==> src/rtl/ehdm_pkg.sv <==
// ----------------------------------------------------------------------------
// ehdm_pkg
// Shared types and register indexes of the extension database matcher.
// ----------------------------------------------------------------------------
`timescale 1ns / 1ps

package ehdm_pkg;

  localparam logic [1:0] REG_EXT_FIRST  = 2'd0;
  localparam logic [1:0] REG_EXT_SECOND = 2'd1;
  localparam logic [1:0] REG_EXT_THIRD  = 2'd2;
  localparam logic [1:0] REG_EXT_LENGTH = 2'd3;

  typedef struct packed {
    logic [7:0] db_byte;
    logic       db_final;
  } in_t;

  typedef struct packed {
    logic [7:0] handler_char;
    logic       is_done;
    logic       found;
  } out_t;

  typedef struct packed {
    logic [7:0] ext_first;
    logic [7:0] ext_second;
    logic [7:0] ext_third;
    logic [1:0] ext_length;
  } cfg_t;

  typedef struct packed {
    logic [1:0] count;
    out_t       first;
    out_t       second;
  } step_res_t;

endpackage

==> src/rtl/ehdm_parser.sv <==
// ----------------------------------------------------------------------------
// ehdm_parser
// Per-byte parse state machine: token match, colon seek, handler capture.
// ----------------------------------------------------------------------------
`timescale 1ns / 1ps

module ehdm_parser #(
  parameter int HANDLER_MAX = 64
) (
  input  logic                  clk,
  input  logic                  rst_n,
  input  logic                  step_en,
  input  ehdm_pkg::in_t         req,
  input  ehdm_pkg::cfg_t        cfg,
  output ehdm_pkg::step_res_t   res
);

  localparam int CNT_W = (HANDLER_MAX > 2) ? $clog2(HANDLER_MAX) : 1;
  localparam logic [CNT_W:0] CNT_LIMIT = (CNT_W + 1)'(HANDLER_MAX - 1);

  localparam logic [2:0] MODE_TOKEN     = 3'd0;
  localparam logic [2:0] MODE_SKIPLINE  = 3'd1;
  localparam logic [2:0] MODE_SEEKCOLON = 3'd2;
  localparam logic [2:0] MODE_SKIPSPACE = 3'd3;
  localparam logic [2:0] MODE_CAPTURE   = 3'd4;
  localparam logic [2:0] MODE_DRAIN     = 3'd5;

  localparam logic [7:0] CH_NUL   = 8'h00;
  localparam logic [7:0] CH_CR    = 8'h0d;
  localparam logic [7:0] CH_LF    = 8'h0a;
  localparam logic [7:0] CH_COLON = 8'h3a;
  localparam logic [7:0] CH_COMMA = 8'h2c;
  localparam logic [7:0] CH_SPACE = 8'h20;
  localparam logic [7:0] CH_UP_A  = 8'h41;
  localparam logic [7:0] CH_UP_Z  = 8'h5a;

  function automatic logic [7:0] lower_of(input logic [7:0] c);
    if (c >= CH_UP_A && c <= CH_UP_Z) begin
      return c + 8'd32;
    end
    return c;
  endfunction

  logic [2:0]       mode_r, mode_nxt;
  logic [1:0]       pos_r, pos_nxt;
  logic             mis_r, mis_nxt;
  logic [CNT_W-1:0] cnt_r, cnt_nxt;

  logic [CNT_W:0] cnt_inc;
  logic [7:0]     b;
  logic           fin, eol, closed, fnd, emit, drain, tok_match;
  logic [7:0]     ext_c;

  ehdm_pkg::out_t char_res, done_res;

  assign b         = req.db_byte;
  assign fin       = req.db_final;
  assign eol       = (b == CH_CR) || (b == CH_LF);
  assign cnt_inc   = {1'b0, cnt_r} + {{CNT_W{1'b0}}, 1'b1};
  assign tok_match = (cfg.ext_length != 2'd0) && !mis_r && (pos_r == cfg.ext_length);
  assign ext_c     = (pos_r == 2'd0) ? cfg.ext_first :
                     (pos_r == 2'd1) ? cfg.ext_second : cfg.ext_third;

  always_comb begin
    mode_nxt = mode_r;
    pos_nxt  = pos_r;
    mis_nxt  = mis_r;
    cnt_nxt  = cnt_r;
    closed   = 1'b0;
    fnd      = 1'b0;
    emit     = 1'b0;
    drain    = 1'b0;
    unique case (mode_r)
      MODE_DRAIN: begin
        drain = 1'b1;
        if (fin) begin
          mode_nxt = MODE_TOKEN;
          pos_nxt  = 2'd0;
          mis_nxt  = 1'b0;
          cnt_nxt  = '0;
        end
      end
      MODE_SKIPLINE: begin
        if (b == CH_NUL) begin
          closed = 1'b1;
        end else if (eol) begin
          mode_nxt = MODE_TOKEN;
          pos_nxt  = 2'd0;
          mis_nxt  = 1'b0;
          cnt_nxt  = '0;
        end
      end
      MODE_SEEKCOLON: begin
        if (b == CH_NUL) begin
          closed = 1'b1;
        end else if (eol) begin
          mode_nxt = MODE_TOKEN;
          pos_nxt  = 2'd0;
          mis_nxt  = 1'b0;
          cnt_nxt  = '0;
        end else if (b == CH_COLON) begin
          mode_nxt = MODE_SKIPSPACE;
        end
      end
      MODE_SKIPSPACE, MODE_CAPTURE: begin
        if (b == CH_NUL || eol) begin
          closed = 1'b1;
          fnd    = 1'b1;
        end else if (mode_r == MODE_SKIPSPACE && b == CH_SPACE) begin
          mode_nxt = mode_r;
        end else begin
          mode_nxt = MODE_CAPTURE;
          emit     = 1'b1;
          cnt_nxt  = cnt_inc[CNT_W-1:0];
          if (cnt_inc >= CNT_LIMIT) begin
            closed = 1'b1;
            fnd    = 1'b1;
          end
        end
      end
      default: begin
        if (b == CH_NUL) begin
          closed = 1'b1;
        end else if (eol) begin
          mode_nxt = MODE_TOKEN;
          pos_nxt  = 2'd0;
          mis_nxt  = 1'b0;
          cnt_nxt  = '0;
        end else if (b == CH_COMMA) begin
          if (tok_match) begin
            mode_nxt = MODE_SEEKCOLON;
          end else begin
            pos_nxt = 2'd0;
            mis_nxt = 1'b0;
          end
        end else if (b == CH_COLON) begin
          mode_nxt = tok_match ? MODE_SKIPSPACE : MODE_SKIPLINE;
        end else if (pos_r < cfg.ext_length && lower_of(b) == lower_of(ext_c)) begin
          pos_nxt = pos_r + 2'd1;
        end else begin
          mis_nxt = 1'b1;
        end
      end
    endcase

    if (!drain) begin
      if (!closed && fin) begin
        closed = 1'b1;
        fnd    = (mode_nxt == MODE_SKIPSPACE) || (mode_nxt == MODE_CAPTURE);
      end
      if (closed) begin
        mode_nxt = fin ? MODE_TOKEN : MODE_DRAIN;
        pos_nxt  = 2'd0;
        mis_nxt  = 1'b0;
        cnt_nxt  = '0;
      end
    end
  end

  always_comb begin
    char_res.handler_char = b;
    char_res.is_done      = 1'b0;
    char_res.found        = 1'b0;
    done_res.handler_char = 8'h00;
    done_res.is_done      = 1'b1;
    done_res.found        = fnd;
    res.second            = done_res;
    if (emit) begin
      res.first = char_res;
    end else begin
      res.first = done_res;
    end
    if (!step_en) begin
      res.count = 2'd0;
    end else begin
      res.count = {1'b0, emit} + {1'b0, closed && !drain};
    end
  end

  always_ff @(posedge clk) begin
    if (!rst_n) begin
      mode_r <= MODE_TOKEN;
      pos_r  <= 2'd0;
      mis_r  <= 1'b0;
      cnt_r  <= '0;
    end else if (step_en) begin
      mode_r <= mode_nxt;
      pos_r  <= pos_nxt;
      mis_r  <= mis_nxt;
      cnt_r  <= cnt_nxt;
    end
  end

endmodule

==> src/rtl/ehdm_result_queue.sv <==
// ----------------------------------------------------------------------------
// ehdm_result_queue
// Four-entry result queue; takes up to two results a cycle, returns one unless out_stall holds it.
// ----------------------------------------------------------------------------
`timescale 1ns / 1ps

module ehdm_result_queue (
  input  logic                clk,
  input  logic                rst_n,
  input  ehdm_pkg::step_res_t res,
  output logic                space_low,
  output logic                out_valid,
  input  logic                out_stall,
  output ehdm_pkg::out_t      out_data
);

  localparam int DEPTH = 4;
  localparam int AW    = $clog2(DEPTH);

  ehdm_pkg::out_t mem_r [DEPTH];
  logic [AW-1:0]  wr_ptr_r, wr_ptr_nxt;
  logic [AW-1:0]  rd_ptr_r, rd_ptr_nxt;
  logic [AW:0]    count_r, count_nxt;
  logic           pop;

  assign out_valid  = (count_r != '0);
  assign out_data   = mem_r[rd_ptr_r];
  assign pop        = out_valid && !out_stall;
  assign space_low  = (count_r > (AW + 1)'(DEPTH - 2));
  assign wr_ptr_nxt = wr_ptr_r + AW'(res.count);
  assign rd_ptr_nxt = rd_ptr_r + AW'(pop);
  assign count_nxt  = count_r + (AW + 1)'(res.count) - (AW + 1)'(pop);

  always_ff @(posedge clk) begin
    if (res.count != 2'd0) begin
      mem_r[wr_ptr_r] <= res.first;
    end
    if (res.count == 2'd2) begin
      mem_r[wr_ptr_r + AW'(1)] <= res.second;
    end
  end

  always_ff @(posedge clk) begin
    if (!rst_n) begin
      wr_ptr_r <= '0;
      rd_ptr_r <= '0;
      count_r  <= '0;
    end else begin
      wr_ptr_r <= wr_ptr_nxt;
      rd_ptr_r <= rd_ptr_nxt;
      count_r  <= count_nxt;
    end
  end

endmodule

==> src/rtl/ext_handler_db_matcher.sv <==
// ----------------------------------------------------------------------------
// ext_handler_db_matcher
// Streams database bytes and reports the handler of a configured extension.
// ----------------------------------------------------------------------------
// A byte's results are registered in the result queue and shown on the out port from there.
// Throughput: one byte per cycle while the input is not stalled; a byte yields zero, one or two results.
// Input stalls while fewer than two of the four result queue slots are free.
// Reset (synchronous, rst_n low) clears parse state, queue and registers.
`timescale 1ns / 1ps

module ext_handler_db_matcher #(
  parameter int HANDLER_MAX = 64
) (
  input  logic           clk,
  input  logic           rst_n,
  input  logic           in_valid,
  output logic           in_stall,
  input  ehdm_pkg::in_t  in_data,
  output logic           out_valid,
  input  logic           out_stall,
  output ehdm_pkg::out_t out_data,
  input  logic           cfg_valid,
  output logic           cfg_ready,
  input  logic [1:0]     cfg_index,
  input  logic [7:0]     cfg_data
);

  ehdm_pkg::cfg_t      cfg_r, cfg_nxt;
  ehdm_pkg::step_res_t res;
  logic                space_low;
  logic                step_en;

  assign cfg_ready = 1'b1;
  assign in_stall  = space_low;
  assign step_en   = in_valid && !space_low;

  always_comb begin
    cfg_nxt = cfg_r;
    if (cfg_valid) begin
      unique case (cfg_index)
        ehdm_pkg::REG_EXT_FIRST:  cfg_nxt.ext_first  = cfg_data;
        ehdm_pkg::REG_EXT_SECOND: cfg_nxt.ext_second = cfg_data;
        ehdm_pkg::REG_EXT_THIRD:  cfg_nxt.ext_third  = cfg_data;
        ehdm_pkg::REG_EXT_LENGTH: cfg_nxt.ext_length = cfg_data[1:0];
        default:                  cfg_nxt = cfg_r;
      endcase
    end
  end

  always_ff @(posedge clk) begin
    if (!rst_n) begin
      cfg_r <= '0;
    end else begin
      cfg_r <= cfg_nxt;
    end
  end

  ehdm_parser #(
    .HANDLER_MAX(HANDLER_MAX)
  ) u_parser (
    .clk    (clk),
    .rst_n  (rst_n),
    .step_en(step_en),
    .req    (in_data),
    .cfg    (cfg_r),
    .res    (res)
  );

  ehdm_result_queue u_queue (
    .clk      (clk),
    .rst_n    (rst_n),
    .res      (res),
    .space_low(space_low),
    .out_valid(out_valid),
    .out_stall(out_stall),
    .out_data (out_data)
  );

endmodule

==> config.mk <==
export PLATFORM = sky130hd
export DESIGN_NAME = ext_handler_db_matcher
export DESIGN_NICKNAME = d
export VERILOG_FILES = /design/src/rtl/ehdm_pkg.sv /design/src/rtl/ehdm_parser.sv /design/src/rtl/ehdm_result_queue.sv /design/src/rtl/ext_handler_db_matcher.sv
export SDC_FILE = /design/constraint.sdc
export NUM_CORES = 1
export LEC_CHECK = 0
export ABC_AREA = 1
export ABC_CLOCK_PERIOD_IN_PS = 4380
export BUFFER_PORTS_ARGS = -buffer_cell sky130_fd_sc_hd__buf_4
export CORE_ASPECT_RATIO = 0.7
export CORE_MARGIN = 1.5
export CORE_UTILIZATION = 50
export DETAILED_ROUTE_END_ITERATION = 8
export PLACE_DENSITY = 0.65
export SLEW_MARGIN = 20
export SYNTH_ARGS = -nofsm -noshare
export SYNTH_HDL_FRONTEND = slang
export SYNTH_HIERARCHICAL = 1
export SYNTH_SLANG_ARGS = --single-unit
export TNS_END_PERCENT = 5
==> constraint.sdc <==
create_clock -name clk -period 4.38 [get_ports clk]
set_input_delay 0.438 -clock clk [delete_from_list [all_inputs] [get_ports clk]]
set_output_delay 0.438 -clock clk [all_outputs]
set_load 0.005 [all_outputs]
==> impl_metrics.ini <==
[run_status]
status = finished, final reports clean

[clock_tree]
h-tree-depth = 3
cts_setup_buffers = 0
hold_buffers = 0
ctsResizeCount = 0
clk_pin_slew_worst_paths_ps = 70
cts.path.max_buffers = 2
cts_tree = built
clk_latency_ps = 340
clock_sinks = 85
cts_made_buffers = 9
cts-root-buf = clkbuf_16

[critical_path]
critPathKind = flip-flop to flip-flop
setup.worst_path.start_class = flip-flop
cp_max_fo = 21
crit_arrival_ps = 3620
path_buf_inv = 5
slowest_delay_ps = 440
cpMostUsedCell = nand2_1
cp_cell_sequence = inv_1, ha_1, inv_1, a21oi_1, nor3_1, nand4_1, o21ai_0, nand2_1, nand2_1, nand2_1, nand3_1, nand2_1, inv_1, ha_1, nand2_1, inv_1, nor2_8, nand3_2, o31ai_1, buf_4
cpMaxStageDelayCell = dfxtp_1
crit_family = simple AND/OR/NAND/NOR gates
endpoint_kind = flip-flop
required_ps = 4420

[timing]
final.setup.tns_ps = 0
slew_viol_final = 0
relSlewSlack_pct = 45.5
worst_pin_slew_ps = 817
period_share_pct = 81.8
setup_viol = 0
hold_viol_final = 0
hold_ws_ps = 341
grt_setup_unrepaired = false
min_period_ps = 3580
finClkSkew_ps = 9.18
max_freq_ghz = 0.279

[drt]
vias = 5137
post_drt_wl_per_cell_um = 14.0
dr.first_iter.drc_count = 541
drt-vias-per-instance = 5.22
drt_first_pass_iters = 5
ant_nets = 0
wirelength_um = 13800
remaining_drc_errors = 0

[die]
die_y_um = 92.1
rows = 32
die_w_um = 130
coreArea_um2 = 11000
design.portCount = 37
die_area_um2 = 12000
start_util_pct = 51.5

[finish]
drive_gt1_share_pct = 13.2
antennaDiodeCount = 0
area_growth_pct = 8.81
final_common_cell = nand2_1
final_cell_mix = 195 x nand2_1, 128 x nor2_1, 107 x inv_1, 45 x dfxtp_1, 40 x edfxtp_1
fin_cells = 985
fin_nets = 864
utilization_pct = 56.0

[yosys]
ys_warn_count = 6
async_reset_ff_share_pct = 0
syn-cell-area_um2 = 5670
synth_edf_count = 40
synth-seq-cells = 85
ys_seq_area_share_pct = 37.1
syn_inst = 808
synthDistinctLibCells = 46
avgSynthCellArea_um2 = 7.01
ys_dominant_reg_cell = dfxtp_1

[grt]
grt_usage_pct = 24.7
antenna_found_initial = 0
grt_start_max_net_pins = 35
grt_pass1_vias = 4644
grt-ovfl-total = 0
grt_pass1_wl_um = 23200

[run]
cap_violations = 0

[place]
place_inst = 969
hpwlAfterDp_um = 10300
port_buffers = 35
routabilityCongestion = 0.909

[pwr]
p_leak_uw = 0.00274
power.density_nw_per_um2 = 391
vdd_drop_max_uv = 187
power_uw = 2410

[min_path]
hp-class = input port to flip-flop
[layout make-up]
type                    instances  area, um^2
clock buffers                   9         225
clock inverters                 7        50.0
inverters                     117         439
repair buffers                 39         293
flip-flops and latches         85        2100
fillers                      1040        4840
multi-input cells             575        2870
well taps                     153         191
[path summary, 6_finish.rpt]
check / to / slack [ps] / cells after the start / from
max: u_queue/mem_r[3][9]$_DFFE_PP_ / 800 / 20 / u_parser/cnt_r[0]$_SDFFE_PN0P_
min: cfg_r[5]$_SDFFE_PN0P_ / 340 / 3 / cfg_data[3]
max reg2reg: u_queue/mem_r[3][9]$_DFFE_PP_ / 800 / 20 / u_parser/cnt_r[0]$_SDFFE_PN0P_
min reg2reg: cfg_r[21]$_SDFFE_PN0P_ / 480 / 2 / cfg_r[21]$_SDFFE_PN0P_
[flip-flops by register name, summed over array words and instances, names as in the netlist]
register	flops
u_queue/wr_ptr_r	2
u_parser/mis_r	1
u_parser/pos_r	2
u_parser/mode_r	3
u_parser/cnt_r	6
cfg_r	26
u_queue/count_r	3
u_queue/rd_ptr_r	2
u_queue/mem_r	40
[logic make-up (layout without fill, tap and decap cells)]
logic type	count (synthesis)	in the layout	share of synthesized area, %
flops	85	85	37.1
buf+inv	155	172	12.8
simple gates	406	406	31.0
other cells	3	10	0.199
fa+ha+maj	13	13	3.00
xor+xnor	6	6	0.927
compound gates	140	140	14.9
[metrics by stage]
step | instance area (um^2) | worst slack (ps)
2_1_floorplan | 5690 | 1050
3_3_place_gp | 5890 | 1030
3_5_place_dp | 5890 | 886
4_1_cts | 6170 | 833
5_1_grt | 6170 | 459
6_report | 6170 | 798
[power breakdown]
part | leakage (uW) | internal, uW | switching, uW
logic | 0.00187 | 272 | 452
clock network | 0.000129 | 385 | 325
registers | 0.000737 | 913 | 61.9
[metal layers]
| metal | part of all wire, % | global-route usage [%] |
|---|---|---|
| met5 | 0 | 0 |
| met4 | 1.2 | 5.56 |
| met3 | 5.5 | 4.61 |
| met2 | 42 | 36.8 |
| met1 | 51 | 36.9 |
[cell usage after synthesis, drive strengths merged (7+ instances only)]
cell	instances	area, um^2
a21oi	33	176
buf	32	263
dfxtp	45	901
edfxtp	40	1200
ha	12	150
inv	115	432
nand2	201	769
nand3	48	300
nor2	137	571
nor3	7	35.0
o21ai	79	470
o22ai	11	68.8
[tightest hold or removal path: cells and delay by family]
family        cells  cell delay (ps)
buf+inv           1               90
simple gates      2              120
(Power assumes the default switching activity.)
